$ cat config.mk
export PLATFORM = sky130hd
export DESIGN_NAME = counted_tanimoto_similarity_unit
export DESIGN_NICKNAME = d
export VERILOG_FILES = /design/src/rtl/core/ctsim_pkg.sv /design/src/rtl/core/ctsim_front.sv /design/src/rtl/core/ctsim_queue.sv /design/src/rtl/core/ctsim_back.sv /design/src/rtl/core/counted_tanimoto_similarity_unit.sv
export SDC_FILE = /design/constraint.sdc
export NUM_CORES = 1
export LEC_CHECK = 0
export BUFFER_PORTS_ARGS = -buffer_cell sky130_fd_sc_hd__buf_2
export CORE_UTILIZATION = 35
export CTS_CLUSTER_SIZE = 28
export DETAILED_ROUTE_END_ITERATION = 6
export GPL_TIMING_DRIVEN = 0
export PLACE_DENSITY = 0.57
export SLEW_MARGIN = 20
export SYNTH_ARGS = -nofsm -noshare
export SYNTH_HDL_FRONTEND = slang
export SYNTH_SLANG_ARGS = --single-unit
$ cat constraint.sdc
create_clock -name clk -period 8.5 [get_ports clk]
set_clock_uncertainty 0.15 [all_clocks]
set_input_delay 0.85 -clock clk [delete_from_list [all_inputs] [get_ports clk]]
set_output_delay 0.85 -clock clk [all_outputs]
set_load 0.01 [all_outputs]
$ cat src/rtl/core/ctsim_pkg.sv
`timescale 1ns / 1ps
// ----------------------------------------------------------------------------
// ctsim_pkg
// Shared widths, constants and types of the counted Tanimoto similarity unit.
// ----------------------------------------------------------------------------
package ctsim_pkg;

  localparam int COUNT_W       = 8;
  localparam int TOTAL_W       = 20;
  localparam int SUM_W         = 20;
  localparam int FRAC_W        = 16;
  localparam int SIM_W         = FRAC_W + 1;
  localparam int MAX_POSITIONS = 4096;

  localparam int ACC_LIMIT_INT = (MAX_POSITIONS * 255 > (2 ** SUM_W) - 1) ?
                                 (2 ** SUM_W) - 1 : MAX_POSITIONS * 255;
  localparam logic [SUM_W-1:0] ACC_LIMIT = ACC_LIMIT_INT[SUM_W-1:0];

  localparam logic [SIM_W-1:0] Q_ONE  = {1'b1, {FRAC_W{1'b0}}};
  localparam logic [SIM_W-1:0] Q_ZERO = '0;

  // denominator na + nb - bic, signed, two bits of growth plus sign
  localparam int DEN_W   = TOTAL_W + 3;
  // remainder stays below the denominator, which is below 2^(TOTAL_W+1)
  localparam int REM_W   = TOTAL_W + 1;
  localparam int STEP_W  = $clog2(FRAC_W);

  localparam int QUEUE_DEPTH = 2;
  localparam int QPTR_W      = $clog2(QUEUE_DEPTH);
  localparam int QCNT_W      = $clog2(QUEUE_DEPTH + 1);

  localparam int IN_DATA_W  = 56;
  localparam int OUT_DATA_W = 40;

  typedef struct packed {
    logic [SUM_W-1:0]   bic;
    logic [TOTAL_W-1:0] na;
    logic [TOTAL_W-1:0] nb;
  } ctsim_job_t;

endpackage

$ cat src/rtl/core/ctsim_front.sv
`timescale 1ns / 1ps
// ----------------------------------------------------------------------------
// ctsim_front
// Accepts count pairs, sums the smaller count with saturation and hands a
// job to the queue on the last position of a run.
// ----------------------------------------------------------------------------
module ctsim_front (
  input  logic                            clk,
  input  logic                            rst,
  input  logic                            in_valid,
  output logic                            in_ready,
  input  logic [ctsim_pkg::COUNT_W-1:0]   count_left,
  input  logic [ctsim_pkg::COUNT_W-1:0]   count_right,
  input  logic [ctsim_pkg::TOTAL_W-1:0]   total_left,
  input  logic [ctsim_pkg::TOTAL_W-1:0]   total_right,
  input  logic                            last_position,
  output logic                            job_valid,
  input  logic                            job_ready,
  output ctsim_pkg::ctsim_job_t           job
);

  logic [ctsim_pkg::SUM_W-1:0]   acc;
  logic [ctsim_pkg::SUM_W-1:0]   acc_next;
  logic [ctsim_pkg::COUNT_W-1:0] min_count;
  logic [ctsim_pkg::SUM_W:0]     sum_wide;
  logic [ctsim_pkg::SUM_W-1:0]   sum_sat;
  logic                          take;

  assign in_ready  = job_ready;
  assign take      = in_valid && in_ready;
  assign min_count = (count_left < count_right) ? count_left : count_right;
  assign sum_wide  = {1'b0, acc} + {{(ctsim_pkg::SUM_W + 1 - ctsim_pkg::COUNT_W){1'b0}},
                     min_count};
  assign sum_sat   = (sum_wide > {1'b0, ctsim_pkg::ACC_LIMIT}) ? ctsim_pkg::ACC_LIMIT :
                     sum_wide[ctsim_pkg::SUM_W-1:0];

  assign job_valid = take && last_position;
  assign job.bic   = sum_sat;
  assign job.na    = total_left;
  assign job.nb    = total_right;

  always_comb begin
    acc_next = acc;
    if (take) begin
      acc_next = last_position ? '0 : sum_sat;
    end
  end

  always_ff @(posedge clk) begin
    if (rst) begin
      acc <= '0;
    end else begin
      acc <= acc_next;
    end
  end

endmodule

$ cat src/rtl/core/ctsim_queue.sv
`timescale 1ns / 1ps
// ----------------------------------------------------------------------------
// ctsim_queue
// Small register queue of finished runs between the front and the divider.
// ----------------------------------------------------------------------------
module ctsim_queue (
  input  logic                  clk,
  input  logic                  rst,
  input  logic                  push,
  output logic                  not_full,
  input  ctsim_pkg::ctsim_job_t push_job,
  output logic                  not_empty,
  input  logic                  pop,
  output ctsim_pkg::ctsim_job_t head
);

  ctsim_pkg::ctsim_job_t              slots [ctsim_pkg::QUEUE_DEPTH];
  logic [ctsim_pkg::QPTR_W-1:0]       wr_ptr;
  logic [ctsim_pkg::QPTR_W-1:0]       rd_ptr;
  logic [ctsim_pkg::QCNT_W-1:0]       fill;
  logic                               do_push;
  logic                               do_pop;

  assign not_full  = (fill != ctsim_pkg::QCNT_W'(ctsim_pkg::QUEUE_DEPTH));
  assign not_empty = (fill != '0);
  assign do_push   = push && not_full;
  assign do_pop    = pop && not_empty;
  assign head      = slots[rd_ptr];

  always_ff @(posedge clk) begin
    if (do_push) begin
      slots[wr_ptr] <= push_job;
    end
  end

  always_ff @(posedge clk) begin
    if (rst) begin
      wr_ptr <= '0;
      rd_ptr <= '0;
      fill   <= '0;
    end else begin
      if (do_push) begin
        wr_ptr <= (wr_ptr == ctsim_pkg::QPTR_W'(ctsim_pkg::QUEUE_DEPTH - 1)) ? '0 :
                  wr_ptr + 1'b1;
      end
      if (do_pop) begin
        rd_ptr <= (rd_ptr == ctsim_pkg::QPTR_W'(ctsim_pkg::QUEUE_DEPTH - 1)) ? '0 :
                  rd_ptr + 1'b1;
      end
      if (do_push && !do_pop) begin
        fill <= fill + 1'b1;
      end else if (do_pop && !do_push) begin
        fill <= fill - 1'b1;
      end
    end
  end

endmodule

$ cat src/rtl/core/ctsim_back.sv
`timescale 1ns / 1ps
// ----------------------------------------------------------------------------
// ctsim_back
// Resolves the special cases and runs a one-bit-per-cycle restoring divider
// for the Q1.16 ratio; holds the result in an output register.
// ----------------------------------------------------------------------------
module ctsim_back (
  input  logic                          clk,
  input  logic                          rst,
  input  logic                          job_valid,
  output logic                          job_pop,
  input  ctsim_pkg::ctsim_job_t         job,
  output logic                          out_valid,
  input  logic                          out_ready,
  output logic [ctsim_pkg::SUM_W-1:0]   common_sum,
  output logic [ctsim_pkg::SIM_W-1:0]   similarity
);

  typedef enum logic [1:0] {
    ST_IDLE,
    ST_DIV,
    ST_DONE
  } state_t;

  state_t                          state;
  logic [ctsim_pkg::REM_W-1:0]     rem;
  logic [ctsim_pkg::REM_W-1:0]     den;
  logic [ctsim_pkg::FRAC_W-1:0]    quot;
  logic [ctsim_pkg::STEP_W-1:0]    step;
  logic [ctsim_pkg::SUM_W-1:0]     bic;
  logic [ctsim_pkg::SIM_W-1:0]     sim_res;

  logic signed [ctsim_pkg::DEN_W-1:0] den_s;
  logic signed [ctsim_pkg::DEN_W-1:0] bic_s;
  logic                               is_special;
  logic [ctsim_pkg::SIM_W-1:0]        special_val;
  logic [ctsim_pkg::REM_W:0]          shifted;
  logic                               fits;
  logic                               out_free;

  assign bic_s = $signed({{(ctsim_pkg::DEN_W - ctsim_pkg::SUM_W){1'b0}}, job.bic});
  assign den_s = $signed({{(ctsim_pkg::DEN_W - ctsim_pkg::TOTAL_W){1'b0}}, job.na})
               + $signed({{(ctsim_pkg::DEN_W - ctsim_pkg::TOTAL_W){1'b0}}, job.nb})
               - bic_s;

  always_comb begin
    is_special  = 1'b0;
    special_val = ctsim_pkg::Q_ONE;
    if (job.bic == '0) begin
      is_special  = 1'b1;
      special_val = (job.na == '0 && job.nb == '0) ? ctsim_pkg::Q_ONE : ctsim_pkg::Q_ZERO;
    end else if (den_s <= bic_s) begin
      is_special  = 1'b1;
      special_val = ctsim_pkg::Q_ONE;
    end
  end

  assign shifted  = {rem, 1'b0};
  assign fits     = (shifted >= {1'b0, den});
  assign out_free = !out_valid || out_ready;
  assign job_pop  = (state == ST_IDLE) && job_valid;

  always_ff @(posedge clk) begin
    if (rst) begin
      state     <= ST_IDLE;
      out_valid <= 1'b0;
    end else begin
      if (out_valid && out_ready && state != ST_DONE) begin
        out_valid <= 1'b0;
      end
      unique case (state)
        ST_IDLE: begin
          if (job_valid) begin
            bic     <= job.bic;
            sim_res <= is_special ? special_val : ctsim_pkg::Q_ZERO;
            rem     <= {{(ctsim_pkg::REM_W - ctsim_pkg::SUM_W){1'b0}}, job.bic};
            den     <= den_s[ctsim_pkg::REM_W-1:0];
            quot    <= '0;
            step    <= '0;
            state   <= is_special ? ST_DONE : ST_DIV;
          end
        end
        ST_DIV: begin
          rem  <= fits ? (shifted[ctsim_pkg::REM_W-1:0] - den) :
                  shifted[ctsim_pkg::REM_W-1:0];
          quot <= {quot[ctsim_pkg::FRAC_W-2:0], fits};
          step <= step + 1'b1;
          if (step == ctsim_pkg::STEP_W'(ctsim_pkg::FRAC_W - 1)) begin
            state <= ST_DONE;
          end
        end
        ST_DONE: begin
          if (sim_res == '0 && bic != '0) begin
            sim_res <= {1'b0, quot};
          end
          if (out_free) begin
            common_sum <= bic;
            similarity <= (sim_res == '0 && bic != '0) ? {1'b0, quot} : sim_res;
            out_valid  <= 1'b1;
            state      <= ST_IDLE;
          end
        end
        default: begin
          state <= ST_IDLE;
        end
      endcase
    end
  end

endmodule

$ cat src/rtl/core/counted_tanimoto_similarity_unit.sv
`timescale 1ns / 1ps
// ----------------------------------------------------------------------------
// counted_tanimoto_similarity_unit
// Sums the smaller count of each fingerprint position pair and gives the
// summed minimum and the Tanimoto ratio in Q1.16 at the end of each run.
// ----------------------------------------------------------------------------
//  channel  dir  payload
//  s_*      in   tdata: count_left[7:0] count_right[15:8] total_left[35:16]
//                       total_right[55:36]; tlast: last_position
//  m_*      out  tdata: common_sum[19:0] similarity[36:20], zero fill to 40
//
//  Count pairs are taken one per cycle. Each run end queues a job; the divider
//  resolves the special cases directly and runs a bit-serial division otherwise,
//  then loads the output register; it takes a new job only after that load.
//  Input stalls only when the 2-entry job queue is full. Synchronous reset
//  clears the accumulator, queue and output valid.
// ----------------------------------------------------------------------------
module counted_tanimoto_similarity_unit (
  input  logic                                 clk,
  input  logic                                 rst,
  input  logic                                 s_tvalid,
  output logic                                 s_tready,
  // count_left, count_right, total_left, total_right
  input  logic [ctsim_pkg::IN_DATA_W-1:0]      s_tdata,
  input  logic                                 s_tlast,
  output logic                                 m_tvalid,
  input  logic                                 m_tready,
  // common_sum, similarity, zero fill
  output logic [ctsim_pkg::OUT_DATA_W-1:0]     m_tdata
);

  ctsim_pkg::ctsim_job_t           front_job;
  ctsim_pkg::ctsim_job_t           head_job;
  logic                            front_valid;
  logic                            queue_not_full;
  logic                            queue_not_empty;
  logic                            back_pop;
  logic [ctsim_pkg::SUM_W-1:0]     common_sum;
  logic [ctsim_pkg::SIM_W-1:0]     similarity;

  ctsim_front u_front (
    .clk           (clk),
    .rst           (rst),
    .in_valid      (s_tvalid),
    .in_ready      (s_tready),
    .count_left    (s_tdata[7:0]),
    .count_right   (s_tdata[15:8]),
    .total_left    (s_tdata[35:16]),
    .total_right   (s_tdata[55:36]),
    .last_position (s_tlast),
    .job_valid     (front_valid),
    .job_ready     (queue_not_full),
    .job           (front_job)
  );

  ctsim_queue u_queue (
    .clk       (clk),
    .rst       (rst),
    .push      (front_valid),
    .not_full  (queue_not_full),
    .push_job  (front_job),
    .not_empty (queue_not_empty),
    .pop       (back_pop),
    .head      (head_job)
  );

  ctsim_back u_back (
    .clk        (clk),
    .rst        (rst),
    .job_valid  (queue_not_empty),
    .job_pop    (back_pop),
    .job        (head_job),
    .out_valid  (m_tvalid),
    .out_ready  (m_tready),
    .common_sum (common_sum),
    .similarity (similarity)
  );

  assign m_tdata = {{(ctsim_pkg::OUT_DATA_W - ctsim_pkg::SUM_W - ctsim_pkg::SIM_W){1'b0}},
                    similarity, common_sum};

endmodule
==> results of run 1 <==
-- flip-flops by register name, summed over array words and instances, names as in the netlist, 2 cells and up, named ones only --
name and cells:
u_back.den 21, u_queue.slots 120, u_front.acc 20, u_back.sim_res 17, u_back.bic 20, u_back.similarity 17
u_back.quot 16, u_back.state 2, u_back.rem 21, u_queue.fill 2, u_back.common_sum 20, u_back.step 4
-- layout make-up --
type | count | area share
Sequential cell | 284 | 0.470
Buffer | 42 | 0.0114
Inverter | 74 | 0.0158
Tap cell | 539 | 0.0385
Clock inverter | 19 | 0.0106
Clock buffer | 40 | 0.0504
Timing Repair Buffer | 106 | 0.0366
Multi-Input combinational cell | 875 | 0.366
-- worst paths after layout --
kind	start	endpoint	slack [ps]
worst min register to register	u_back.bic[4]$_DFFE_PP_	u_back.common_sum[4]$_DFFE_PP_	300
worst max-delay path	register	u_back.sim_res[16]$_DFFE_PP_	620
worst min-delay path	u_back.bic[4]$_DFFE_PP_	u_back.common_sum[4]$_DFFE_PP_	300
worst max register to register	register	u_back.sim_res[16]$_DFFE_PP_	620
-- synth_stat cells, types with 5 or more instances --
cell type / count
sky130_fd_sc_hd__edfxtp_1: 256
sky130_fd_sc_hd__ha_1: 98
sky130_fd_sc_hd__nor2_1: 89
sky130_fd_sc_hd__nand2_1: 75
sky130_fd_sc_hd__inv_1: 74
sky130_fd_sc_hd__mux2_2: 57
sky130_fd_sc_hd__a21oi_1: 53
sky130_fd_sc_hd__xnor2_1: 47
sky130_fd_sc_hd__o21ai_0: 41
sky130_fd_sc_hd__a21o_1: 32
sky130_fd_sc_hd__clkbuf_1: 31
sky130_fd_sc_hd__nor4_1: 30
sky130_fd_sc_hd__nor2b_1: 29
sky130_fd_sc_hd__dfxtp_1: 28
sky130_fd_sc_hd__nor3_1: 24
sky130_fd_sc_hd__o21a_1: 23
sky130_fd_sc_hd__and2_1: 22
sky130_fd_sc_hd__and3_1: 22
sky130_fd_sc_hd__xor2_1: 22
sky130_fd_sc_hd__a31oi_1: 20
sky130_fd_sc_hd__nand3_1: 20
sky130_fd_sc_hd__mux2i_1: 13
sky130_fd_sc_hd__nand2b_1: 13
sky130_fd_sc_hd__nand4_1: 13
sky130_fd_sc_hd__a211oi_1: 11
sky130_fd_sc_hd__o21bai_1: 8
sky130_fd_sc_hd__a211o_1: 7
sky130_fd_sc_hd__a32o_1: 7
sky130_fd_sc_hd__or3_1: 7
sky130_fd_sc_hd__or4_1: 7
sky130_fd_sc_hd__and4_1: 6
sky130_fd_sc_hd__a22oi_1: 5
sky130_fd_sc_hd__o211ai_1: 5
sky130_fd_sc_hd__o22ai_1: 5
-- power groups by stage --
| stage | combinational, mW | sequential [mW] | clock [mW] |
|---|---|---|---|
| floorplan | 2.53 | 2.03 | 0 |
| global placement | 3.26 | 2.06 | 0 |
| detailed placement | 3.37 | 2.05 | 0 |
| CTS | 3.38 | 2.03 | 1.43 |
| global route | 3.79 | 2.05 | 1.48 |
| finish | 3.39 | 2.03 | 1.40 |
-- critical path, cell delays in order, from the launching register on --
cell and delay, ps:
sky130_fd_sc_hd__dfxtp_1 310, sky130_fd_sc_hd__clkbuf_1 350, sky130_fd_sc_hd__clkbuf_2 410, sky130_fd_sc_hd__clkbuf_1 550
sky130_fd_sc_hd__mux2_2 450, sky130_fd_sc_hd__ha_1 270, sky130_fd_sc_hd__or3_1 370, sky130_fd_sc_hd__or3_1 310
sky130_fd_sc_hd__o21ai_0 310, sky130_fd_sc_hd__nand2_1 170, sky130_fd_sc_hd__xor2_1 180, sky130_fd_sc_hd__ha_1 280
sky130_fd_sc_hd__clkbuf_1 180, sky130_fd_sc_hd__and3_1 220, sky130_fd_sc_hd__and3_1 180, sky130_fd_sc_hd__a311o_1 380
sky130_fd_sc_hd__o21a_1 190, sky130_fd_sc_hd__nor2_1 110, sky130_fd_sc_hd__xnor2_1 140, sky130_fd_sc_hd__ha_1 330
sky130_fd_sc_hd__nand4_1 100, sky130_fd_sc_hd__nor2_1 220, sky130_fd_sc_hd__o21ai_0 120, sky130_fd_sc_hd__a31o_2 250
sky130_fd_sc_hd__a31oi_1 190, sky130_fd_sc_hd__nor2_1 80, sky130_fd_sc_hd__a211oi_1 580, sky130_fd_sc_hd__o22ai_1 200
-- through the flow --
step | power (mW) | instances | setup WS [ps]
floorplan | 4.56 | 1275 | 2100
global placement | 5.33 | 1913 | 467
detailed placement | 5.42 | 1920 | 335
CTS | 6.84 | 1979 | 332
global route | 7.32 | 1979 | 135
finish | 6.81 | 1979 | 616
-- logic make-up (layout without fill, tap and decap cells) --
| logic type | after synthesis | in the layout | share of synthesized area |
|---|---|---|---|
| fa+ha+maj | 102 | 102 | 0.0865 |
| buf+inv | 116 | 281 | 0.0315 |
| xor+xnor | 69 | 69 | 0.0400 |
| flops | 284 | 284 | 0.546 |
| other cells | 1 | 3 | 0.000248 |
| compound gates | 261 | 261 | 0.119 |
| simple gates | 370 | 370 | 0.125 |
| mux | 70 | 70 | 0.0511 |
-- layer usage --
layer | vias up | part of all wire
met5 | - | 0
met4 | 0 | 0.023
met3 | 55 | 0.041
met2 | 242 | 0.45
met1 | 5052 | 0.49
li1 | 5071 | -
==> insert_results.sql, run 1 <==
INSERT INTO impl_metrics (metric_group, metric, value, unit) VALUES
('floorplan', 'rows', '75', ''),
('clocking', 'cts_tree', 'yes', ''),
('synthesis', 'synth_enable_flop_cells', '256', ''),
('hold_path', 'timing.hold.worst.class', 'reg -> reg', ''),
('global_route', 'grt_util_met3', '0.0244', ''),
('global_route', 'top_usage_layer', 'met2', ''),
('global_route', 'global_route.usage.total', '0.161', ''),
('pwr', 'p_int', '4.15', 'mW'),
('timing', 'period_needed', '7880', 'ps'),
('pwr', 'switching_share', '0.391', ''),
('setup_path', 'reg2reg_depth', '27', ''),
('drt', 'drt.antenna.violating_nets', '0', ''),
('clocking', 'clock_latency', '530', 'ps'),
('setup_path', 'startpoint_type', 'register', ''),
('synthesis', 'synth.yosys.seq_area_share', '0.546', ''),
('drt', 'route.detailed.drc', '0', ''),
('run_status', 'status', 'complete, no violations', ''),
('clocking', 'hold_buffers', '0', ''),
('global_route', 'grt.met2_usage', '0.256', ''),
('floorplan', 'die_extent_in_y', '210', 'um'),
('clocking', 'clk_pin_slew_worst_paths', '60', 'ps'),
('floorplan', 'fp.coreArea', '0.0422', 'sq mm'),
('setup_path', 'critical_path_required', '8580', 'ps'),
('cells_and_area', 'num-fill-cells', '4040', ''),
('synthesis', 'yosys.area.top_type_share', '0.509', ''),
('pwr', 'switching_component_of_the_power', '2.66', 'mW'),
('timing', 'slew_viol_final', '0', ''),
('timing', 'clock.fmax', '127', 'MHz'),
('pwr', 'seq_power_share', '0.297', ''),
('setup_path', 'arrival_time_reported_for_the_critical_path_endpoint', '7970', 'ps'),
('pwr', 'power.share.combinational', '0.498', ''),
('cells_and_area', 'fin_nets', '1580', ''),
('cells_and_area', 'multi_input_area', '0.00642', 'sq mm'),
('timing', 'setup_tns', '0', 'ps'),
('drt', 'drtPass1Iterations', '6', ''),
('global_route', 'grt_antenna_before_repair', '0', ''),
('timing', 'timing.slew.headroom', '0.284', ''),
('pwr', 'power_density', '389', 'mW/mm^2'),
('floorplan', 'die_width', '210', 'um'),
('synthesis', 'syn-cell-area', '0.0151', 'sq mm'),
('global_route', 'grt_first_pass_wirelength', '55800', 'um'),
('synthesis', 'postSynthCellCount', '1273', ''),
('placement', 'i_o_buffers', '99', ''),
('pwr', 'pwr-share-clk', '0.205', ''),
('cells_and_area', 'diodes', '0', ''),
('synthesis', 'synth_seq_cells', '284', ''),
('cells_and_area', 'final_cell_mix', 'sky130_fd_sc_hd__edfxtp_1 (256), sky130_fd_sc_hd__buf_2 (103), sky130_fd_sc_hd__ha_1 (98)', ''),
('clocking', 'post_cts_setup_driven_buffer_insertion_count', '0', ''),
('synthesis', 'synth-async-reset-ratio', '0', ''),
('clocking', 'number_of_h_tree_levels', '2', ''),
('setup_path', 'crit_type', 'reg -> reg', ''),
('drt', 'routed_via_density', '5.27', ''),
('cells_and_area', 'final_util', '0.415', ''),
('placement', 'dpl-instance-area', '0.0165', 'sq mm'),
('timing', 'total_of_endpoints_with_negative_setup_slack_in_the_final_report', '0', ''),
('cells_and_area', 'layout-drive-gt1-share', '0.170', ''),
('clocking', 'cts_resized', '0', ''),
('job', 'drv.max_cap_violation_count', '0', ''),
('synthesis', 'syn_avg_cell_area', '11.9', 'sq um'),
('floorplan', 'start_util', '0.358', ''),
('timing', 'timing_worst_slew_pin_value', '1040', 'ps'),
('setup_path', 'cp_max_fo', '10', ''),
('placement', 'dp_hpwl', '26300', 'um'),
('timing', 'setup_repair_after_global_routing_missed_its_margin', 'false', ''),
('cells_and_area', 'post-route-cell-area', '0.0175', 'sq mm'),
('timing', 'final-hold-violation-count', '0', ''),
('global_route', 'grt_max_degree', '48', ''),
('synthesis', 'warnings_from_yosys', '0', ''),
('synthesis', 'synth.distinct_cells', '73', ''),
('clocking', 'cts_inserted_buffers', '34', ''),
('drt', 'totalWireLength', '35300', 'um');
Power figures use the tool's default switching activity.
==> run 2, diff against run 1 <==
--- a/config.mk
+++ b/config.mk
@@ -6,6 +6,7 @@
 export NUM_CORES = 1
 export LEC_CHECK = 0
 export BUFFER_PORTS_ARGS = -buffer_cell sky130_fd_sc_hd__buf_2
+export CORE_MARGIN = 10
 export CORE_UTILIZATION = 35
 export CTS_CLUSTER_SIZE = 28
 export DETAILED_ROUTE_END_ITERATION = 6
==> run 2 against run 1 <==
Via count is 0.73% higher. Non-clock buffer count stayed put. Combinational power is 2% higher. Utilization is 0.37 points lower. Register-to-register slack better by 210 ps. Die area is 18% higher. Sequential cell count stayed put. Sequential share of layout area is 0.30 points lower. Final cell count is 2.5% higher. Largest cell class unchanged. Highest routed layer unchanged.
==> insert_results.sql, run 2 (synthesis results as in run 1) <==
INSERT INTO impl_metrics (metric_group, metric, value, unit) VALUES
('pwr', 'leakage', '6.79', 'nW'),
('clocking', 'cts_inserted_buffers', '34', ''),
('floorplan', 'die_area', '0.0519', 'sq mm'),
('setup_path', 'critical-path-slowest-cell', 'sky130_fd_sc_hd__a211oi_2', ''),
('floorplan', 'die_extent_in_y', '228', 'um'),
('floorplan', 'die_width', '228', 'um'),
('clocking', 'post_cts_setup_driven_buffer_insertion_count', '0', ''),
('clocking', 'clk_pin_slew_worst_paths', '60', 'ps'),
('cells_and_area', 'fin_nets', '1580', ''),
('clocking', 'cts_tree', 'yes', ''),
('clocking', 'number_of_h_tree_levels', '2', ''),
('cells_and_area', 'largest_reg_flops', '120', ''),
('placement', 'globalplace.congestion', '0.881', ''),
('timing', 'final_critical_path_setup_slack', '829', 'ps'),
('run_status', 'status', 'complete, no violations', ''),
('floorplan', 'io_pins', '103', ''),
('global_route', 'grt_pass1_vias', '10628', ''),
('cells_and_area', 'layout-drive-gt1-share', '0.173', ''),
('setup_path', 'critical_path_required', '8760', 'ps'),
('setup_path', 'crit_type', 'reg -> reg', ''),
('global_route', 'grt_first_pass_wirelength', '59000', 'um'),
('timing', 'min_period_over_period', '0.903', ''),
('setup_path', 'arrival_time_reported_for_the_critical_path_endpoint', '7930', 'ps'),
('drt', 'drt.antenna.violating_nets', '0', ''),
('timing', 'period_needed', '7670', 'ps'),
('timing', 'timing_worst_slew_pin_value', '968', 'ps'),
('drt', 'post_drt_wl_per_cell', '18.2', 'um'),
('hold_path', 'timing.hold.worst.class', 'reg -> reg', ''),
('pwr', 'p_total', '6.93', 'mW'),
('timing', 'timing.slew.headroom', '0.336', ''),
('drt', 'drtPass1Iterations', '7', ''),
('cells_and_area', 'final_cell_mix', 'sky130_fd_sc_hd__edfxtp_1 (256), sky130_fd_sc_hd__buf_2 (103), sky130_fd_sc_hd__ha_1 (98)', ''),
('drt', 'route.detailed.drc', '0', ''),
('hold_path', 'hold_path.startpoint', 'u_back.bic[17]$_DFFE_PP_', ''),
('floorplan', 'fp.coreArea', '0.0429', 'sq mm'),
('timing', 'setup_tns', '0', 'ps'),
('clocking', 'clock_tree.buffer_depth', '3', ''),
('drt', 'detailroute.via_count', '10496', ''),
('global_route', 'global_route.usage.total', '0.140', ''),
('setup_path', 'cp_max_fo', '10', ''),
('floorplan', 'start_util', '0.352', ''),
('timing', 'clock.fmax', '130', 'MHz'),
('job', 'drv.max_cap_violation_count', '0', ''),
('drt', 'totalWireLength', '37000', 'um'),
('timing', 'timing.hold.ws', '299', 'ps'),
('placement', 'pre_cts_ws', '-77.4', 'ps'),
('setup_path', 'startpoint_type', 'register', ''),
('setup_path', 'endpoint_kind', 'register', ''),
('clocking', 'sink_count', '284', ''),
('clocking', 'cts.root.buffer_cell', 'sky130_fd_sc_hd__clkbuf_16', ''),
('floorplan', 'rows', '76', ''),
('pwr', 'power.ir.vdd_worst', '0.000193', 'V'),
('placement', 'dp_hpwl', '28100', 'um'),
('cells_and_area', 'largest_registers', 'u_queue.slots: 120 flops, u_back.den: 21 flops, u_back.rem: 21 flops', ''),
('placement', 'i_o_buffers', '99', ''),
('timing', 'slew_viol_final', '0', ''),
('timing', 'setup_repair_after_global_routing_missed_its_margin', 'false', ''),
('global_route', 'grt_max_degree', '51', ''),
('drt', 'routed_via_density', '5.18', ''),
('cells_and_area', 'diodes', '0', ''),
('global_route', 'globalRoute.totalOverflow', '0', ''),
('drt', 'detailedRoute.firstIterationViolations', '799', ''),
('cells_and_area', 'layout.cells.most_common', 'sky130_fd_sc_hd__edfxtp_1', ''),
('global_route', 'grt_antenna_before_repair', '0', ''),
('cells_and_area', 'area_growth', '16.9', '%'),
('cells_and_area', 'regMostFlops', 'u_queue.slots', ''),
('cells_and_area', 'final_util', '0.412', ''),
('setup_path', 'max_stage_delay', '450', 'ps'),
('timing', 'total_of_endpoints_with_negative_setup_slack_in_the_final_report', '0', ''),
('clocking', 'clock_latency', '540', 'ps'),
('pwr', 'power_density', '393', 'mW/mm^2'),
('timing', 'final-hold-violation-count', '0', '');
[run 2: final timing paths]
kind	endpoint	slack [ps]	cells past startpoint
max reg2reg	u_back.state[1]$_SDFFE_PP0P_	830	28
min	u_back.common_sum[17]$_DFFE_PP_	300	0
min reg2reg	u_back.common_sum[17]$_DFFE_PP_	300	0
max	u_back.state[1]$_SDFFE_PP0P_	830	28
[run 2: through the flow]
step           cell area (sq um)  std cells
6_report                   17600       2028
5_1_grt                    17600       2028
4_1_cts                    17600       2028
3_5_place_dp               16500       1966
3_3_place_gp               16300       1959
2_1_floorplan              15100       1275
[run 2: power by group]
part,switching [mW],internal (mW)
combinational,2.06,1.40
clock,0.575,0.861
sequential,0.107,1.92
total,2.75,4.18
[run 2: area by class of cell]
type	instances	area (sq um)
inverter	74	278
sequential	284	8250
tap	585	732
clock inverter	20	206
fill	4080	25200
clock buffer	42	912
multi-input combinational	875	6430
timing repair buffer	106	642
buffer	42	203
[run 2: repair_timing]
item / CTS / global route
hold buffers: 0 / 0
gates resized for setup: 1 / 7
setup endpoints to repair: 2 / 3
[run 2: worst max-delay path, delay by kind of cell (launching register included)]
family	cells	cell delay [ps]
muxes	1	400
xor gates and xnor gates	2	390
AOI/OAI and AO/OA	8	2310
buffers and inverters	4	1300
and+or+nand+nor	10	1820
DFF	1	300
adders and majority gates	3	850
[run 2: per-layer routing]
| layer | global-route usage | routed length [um] | vias to the layer above |
|---|---|---|---|
| met5 | 0 | 0 | - |
| met4 | 0.0386 | 692 | 0 |
| met3 | 0.0269 | 1990 | 51 |
| met2 | 0.233 | 17600 | 275 |
| met1 | 0.182 | 16700 | 5090 |
| li1 | - | - | 5080 |
==> run 3, diff against run 2 <==
--- a/config.mk
+++ b/config.mk
@@ -7,11 +7,11 @@
 export LEC_CHECK = 0
 export BUFFER_PORTS_ARGS = -buffer_cell sky130_fd_sc_hd__buf_2
 export CORE_MARGIN = 10
-export CORE_UTILIZATION = 35
+export CORE_UTILIZATION = 50
 export CTS_CLUSTER_SIZE = 28
 export DETAILED_ROUTE_END_ITERATION = 6
 export GPL_TIMING_DRIVEN = 0
-export PLACE_DENSITY = 0.57
+export PLACE_DENSITY = 0.74
 export SLEW_MARGIN = 20
 export SYNTH_ARGS = -nofsm -noshare
 export SYNTH_HDL_FRONTEND = slang
==> run 3 against run 2 <==
Combinational power hardly changed. Largest cell class unchanged. Global-route usage increased by 3.8 points. Die area is 28% lower. Sequential power is essentially flat. Register-to-register slack got worse by 220 ps. Critical path depth grew 3. Critical endpoint unchanged. Clock power is 12% lower. Utilization up 17 points.
==> insert_results.sql, run 3 (synthesis results as in run 1) <==
INSERT INTO impl_metrics (metric_group, metric, value, unit) VALUES
('run_status', 'status', 'complete, no violations', ''),
('drt', 'detailedRoute.firstIterationViolations', '736', ''),
('cells_and_area', 'area_growth', '14.1', '%'),
('placement', 'globalplace.congestion', '0.905', ''),
('timing', 'slew_viol_final', '0', ''),
('pwr', 'power.ir.vdd_worst', '0.000226', 'V'),
('cells_and_area', 'post-route-cell-area', '0.0172', 'sq mm'),
('global_route', 'grt_util_met3', '0.0323', ''),
('global_route', 'grt.met2_usage', '0.293', ''),
('cells_and_area', 'layout-drive-gt1-share', '0.165', ''),
('drt', 'post_drt_wl_per_cell', '18.9', 'um'),
('placement', 'dpl-instance-area', '0.0163', 'sq mm'),
('clocking', 'cts_inserted_buffers', '29', ''),
('global_route', 'grt_max_degree', '54', ''),
('global_route', 'met1_usage', '0.229', ''),
('setup_path', 'max_stage_delay', '680', 'ps'),
('drt', 'totalWireLength', '34500', 'um'),
('timing', 'setup_tns', '0', 'ps'),
('global_route', 'globalRoute.totalOverflow', '0', ''),
('global_route', 'grt_antenna_before_repair', '0', ''),
('cells_and_area', 'largest_registers', 'u_queue.slots: 120 flops, u_back.den: 21 flops, u_back.rem: 21 flops', ''),
('job', 'drv.max_cap_violation_count', '0', ''),
('clocking', 'cts.root.buffer_cell', 'sky130_fd_sc_hd__clkbuf_16', ''),
('setup_path', 'cp_max_fo', '10', ''),
('setup_path', 'critical-path-slowest-cell', 'sky130_fd_sc_hd__a211oi_1', ''),
('placement', 'pre_cts_ws', '346', 'ps'),
('timing', 'total_of_endpoints_with_negative_setup_slack_in_the_final_report', '0', ''),
('drt', 'route.detailed.drc', '0', ''),
('setup_path', 'worst_path_most_repeated_cell', 'sky130_fd_sc_hd__a21oi_1', ''),
('global_route', 'top_usage_layer', 'met2', ''),
('timing', 'min_period_over_period', '0.928', ''),
('drt', 'drt.antenna.violating_nets', '0', ''),
('setup_path', 'critPathBufInv', '4', ''),
('drt', 'detailroute.via_count', '10606', ''),
('timing', 'setup_repair_after_global_routing_missed_its_margin', 'false', ''),
('drt', 'routed_via_density', '5.81', ''),
('clocking', 'hold_buffers', '0', ''),
('timing', 'timing.slew.headroom', '0.314', ''),
('global_route', 'grt_first_pass_wirelength', '55700', 'um'),
('cells_and_area', 'multi_input_area', '0.00642', 'sq mm'),
('floorplan', 'die_area', '0.0376', 'sq mm'),
('placement', 'dp_hpwl', '26200', 'um'),
('drt', 'drtPass1Iterations', '5', ''),
('clocking', 'clock_tree.buffer_depth', '3', ''),
('timing', 'timing.hold.ws', '294', 'ps'),
('clocking', 'sink_count', '284', ''),
('setup_path', 'path_depth', '31', ''),
('cells_and_area', 'seq_area', '0.00825', 'sq mm'),
('timing', 'timing_worst_slew_pin_value', '1000', 'ps'),
('cells_and_area', 'largest_reg_flops', '120', ''),
('cells_and_area', 'num-fill-cells', '2421', ''),
('timing', 'final_critical_path_setup_slack', '611', 'ps'),
('floorplan', 'die_extent_in_y', '194', 'um'),
('floorplan', 'io_pins', '103', ''),
('floorplan', 'rows', '63', ''),
('setup_path', 'critical_path_required', '8770', 'ps'),
('setup_path', 'endpoint_kind', 'register', ''),
('cells_and_area', 'regMostFlops', 'u_queue.slots', ''),
('clocking', 'clk_pin_slew_worst_paths', '60', 'ps'),
('cells_and_area', 'fin_nets', '1575', ''),
('floorplan', 'fp.coreArea', '0.0297', 'sq mm'),
('pwr', 'power_density', '391', 'mW/mm^2'),
('clocking', 'cts_tree', 'yes', ''),
('clocking', 'clock_latency', '550', 'ps'),
('hold_path', 'hold_path.startpoint', 'u_back.bic[2]$_DFFE_PP_', ''),
('setup_path', 'crit_type', 'reg -> reg', ''),
('timing', 'final-hold-violation-count', '0', ''),
('timing', 'clock.fmax', '127', 'MHz'),
('clocking', 'cts_resized', '0', ''),
('setup_path', 'reg2reg_depth', '31', ''),
('setup_path', 'top_cell_family_by_delay_on_the_critical_path', 'compound AO/OA/AOI/OAI gates', ''),
('clocking', 'number_of_h_tree_levels', '1', ''),
('global_route', 'global_route.usage.total', '0.178', ''),
('floorplan', 'start_util', '0.508', ''),
('hold_path', 'timing.hold.worst.class', 'reg -> reg', ''),
('cells_and_area', 'diodes', '0', ''),
('clocking', 'post_cts_setup_driven_buffer_insertion_count', '0', ''),
('cells_and_area', 'layout.cells.most_common', 'sky130_fd_sc_hd__edfxtp_1', ''),
('hold_path', 'whs_path_depth', '0', ''),
('pwr', 'leakage', '6.72', 'nW'),
('timing', 'period_needed', '7890', 'ps'),
('setup_path', 'arrival_time_reported_for_the_critical_path_endpoint', '8150', 'ps'),
('placement', 'i_o_buffers', '99', ''),
('floorplan', 'die_width', '194', 'um'),
('cells_and_area', 'final_cell_mix', 'sky130_fd_sc_hd__edfxtp_1 (256), sky130_fd_sc_hd__buf_2 (103), sky130_fd_sc_hd__ha_1 (98)', ''),
('global_route', 'grt_pass1_vias', '10661', ''),
('setup_path', 'startpoint_type', 'register', '');
[run 3: cell types whose count changed in the layout (fill, tap and decap cells not counted), moves of 2 or more]
| cell | delta |
|---|---|
| sky130_fd_sc_hd__clkbuf_2 | -3 |
| sky130_fd_sc_hd__clkinv_8 | -2 |
| sky130_fd_sc_hd__clkinv_2 | +3 |
| sky130_fd_sc_hd__inv_6 | +2 |
| sky130_fd_sc_hd__clkbuf_1 | +2 |
| sky130_fd_sc_hd__clkinvlp_4 | -5 |
| sky130_fd_sc_hd__clkbuf_16 | -6 |
[run 3: final cells by class]
type                    instances  area share
clock inverters                19      0.0117
inverters                      74      0.0161
clock buffers                  34      0.0432
flip-flops and latches        284       0.479
multi-input cells             875       0.373
plain buffers                  42      0.0116
well taps                     390      0.0283
repair buffers                106      0.0373
[run 3: worst paths after layout]
check | endpoint | slack [ps]
min | u_back.common_sum[2]$_DFFE_PP_ | 290
max reg2reg | u_back.state[1]$_SDFFE_PP0P_ | 610
max | u_back.state[1]$_SDFFE_PP0P_ | 610
min reg2reg | u_back.common_sum[2]$_DFFE_PP_ | 290
[run 3: report_power, final]
| part | leakage, nW | total [mW] | switching (mW) | internal, mW |
|---|---|---|---|---|
| Combinational | 3.66 | 3.44 | 2.04 | 1.40 |
| Sequential | 2.59 | 2.02 | 0.106 | 1.92 |
| Clock | 0.468 | 1.27 | 0.519 | 0.747 |
[run 3: stage by stage]
step	cells	total power [mW]	utilization
floorplan	1275	4.56	-
global placement	1764	5.28	0.542
detailed placement	1771	5.42	0.548
CTS	1824	6.71	0.580
global route	1824	7.21	0.580
finish	1824	6.73	0.580
[run 3: metal layers]
layer  part of all wire  up-vias
met5                  0        -
met1               0.43     5127
met2               0.47      330
met4              0.039        0
met3              0.062       81
li1                   -     5068
[run 3: worst register-to-register path, delay by kind of cell (launching register included)]
family                   cells  cell delay, ps
AO/OA/AOI/OAI               15            3500
XOR/XNOR                     2             280
adder cells (fa/ha/maj)      3             940
buffers and inverters        4            1490
flip-flops                   1             310
multiplexers                 1             400
AND/OR/NAND/NOR              6             690
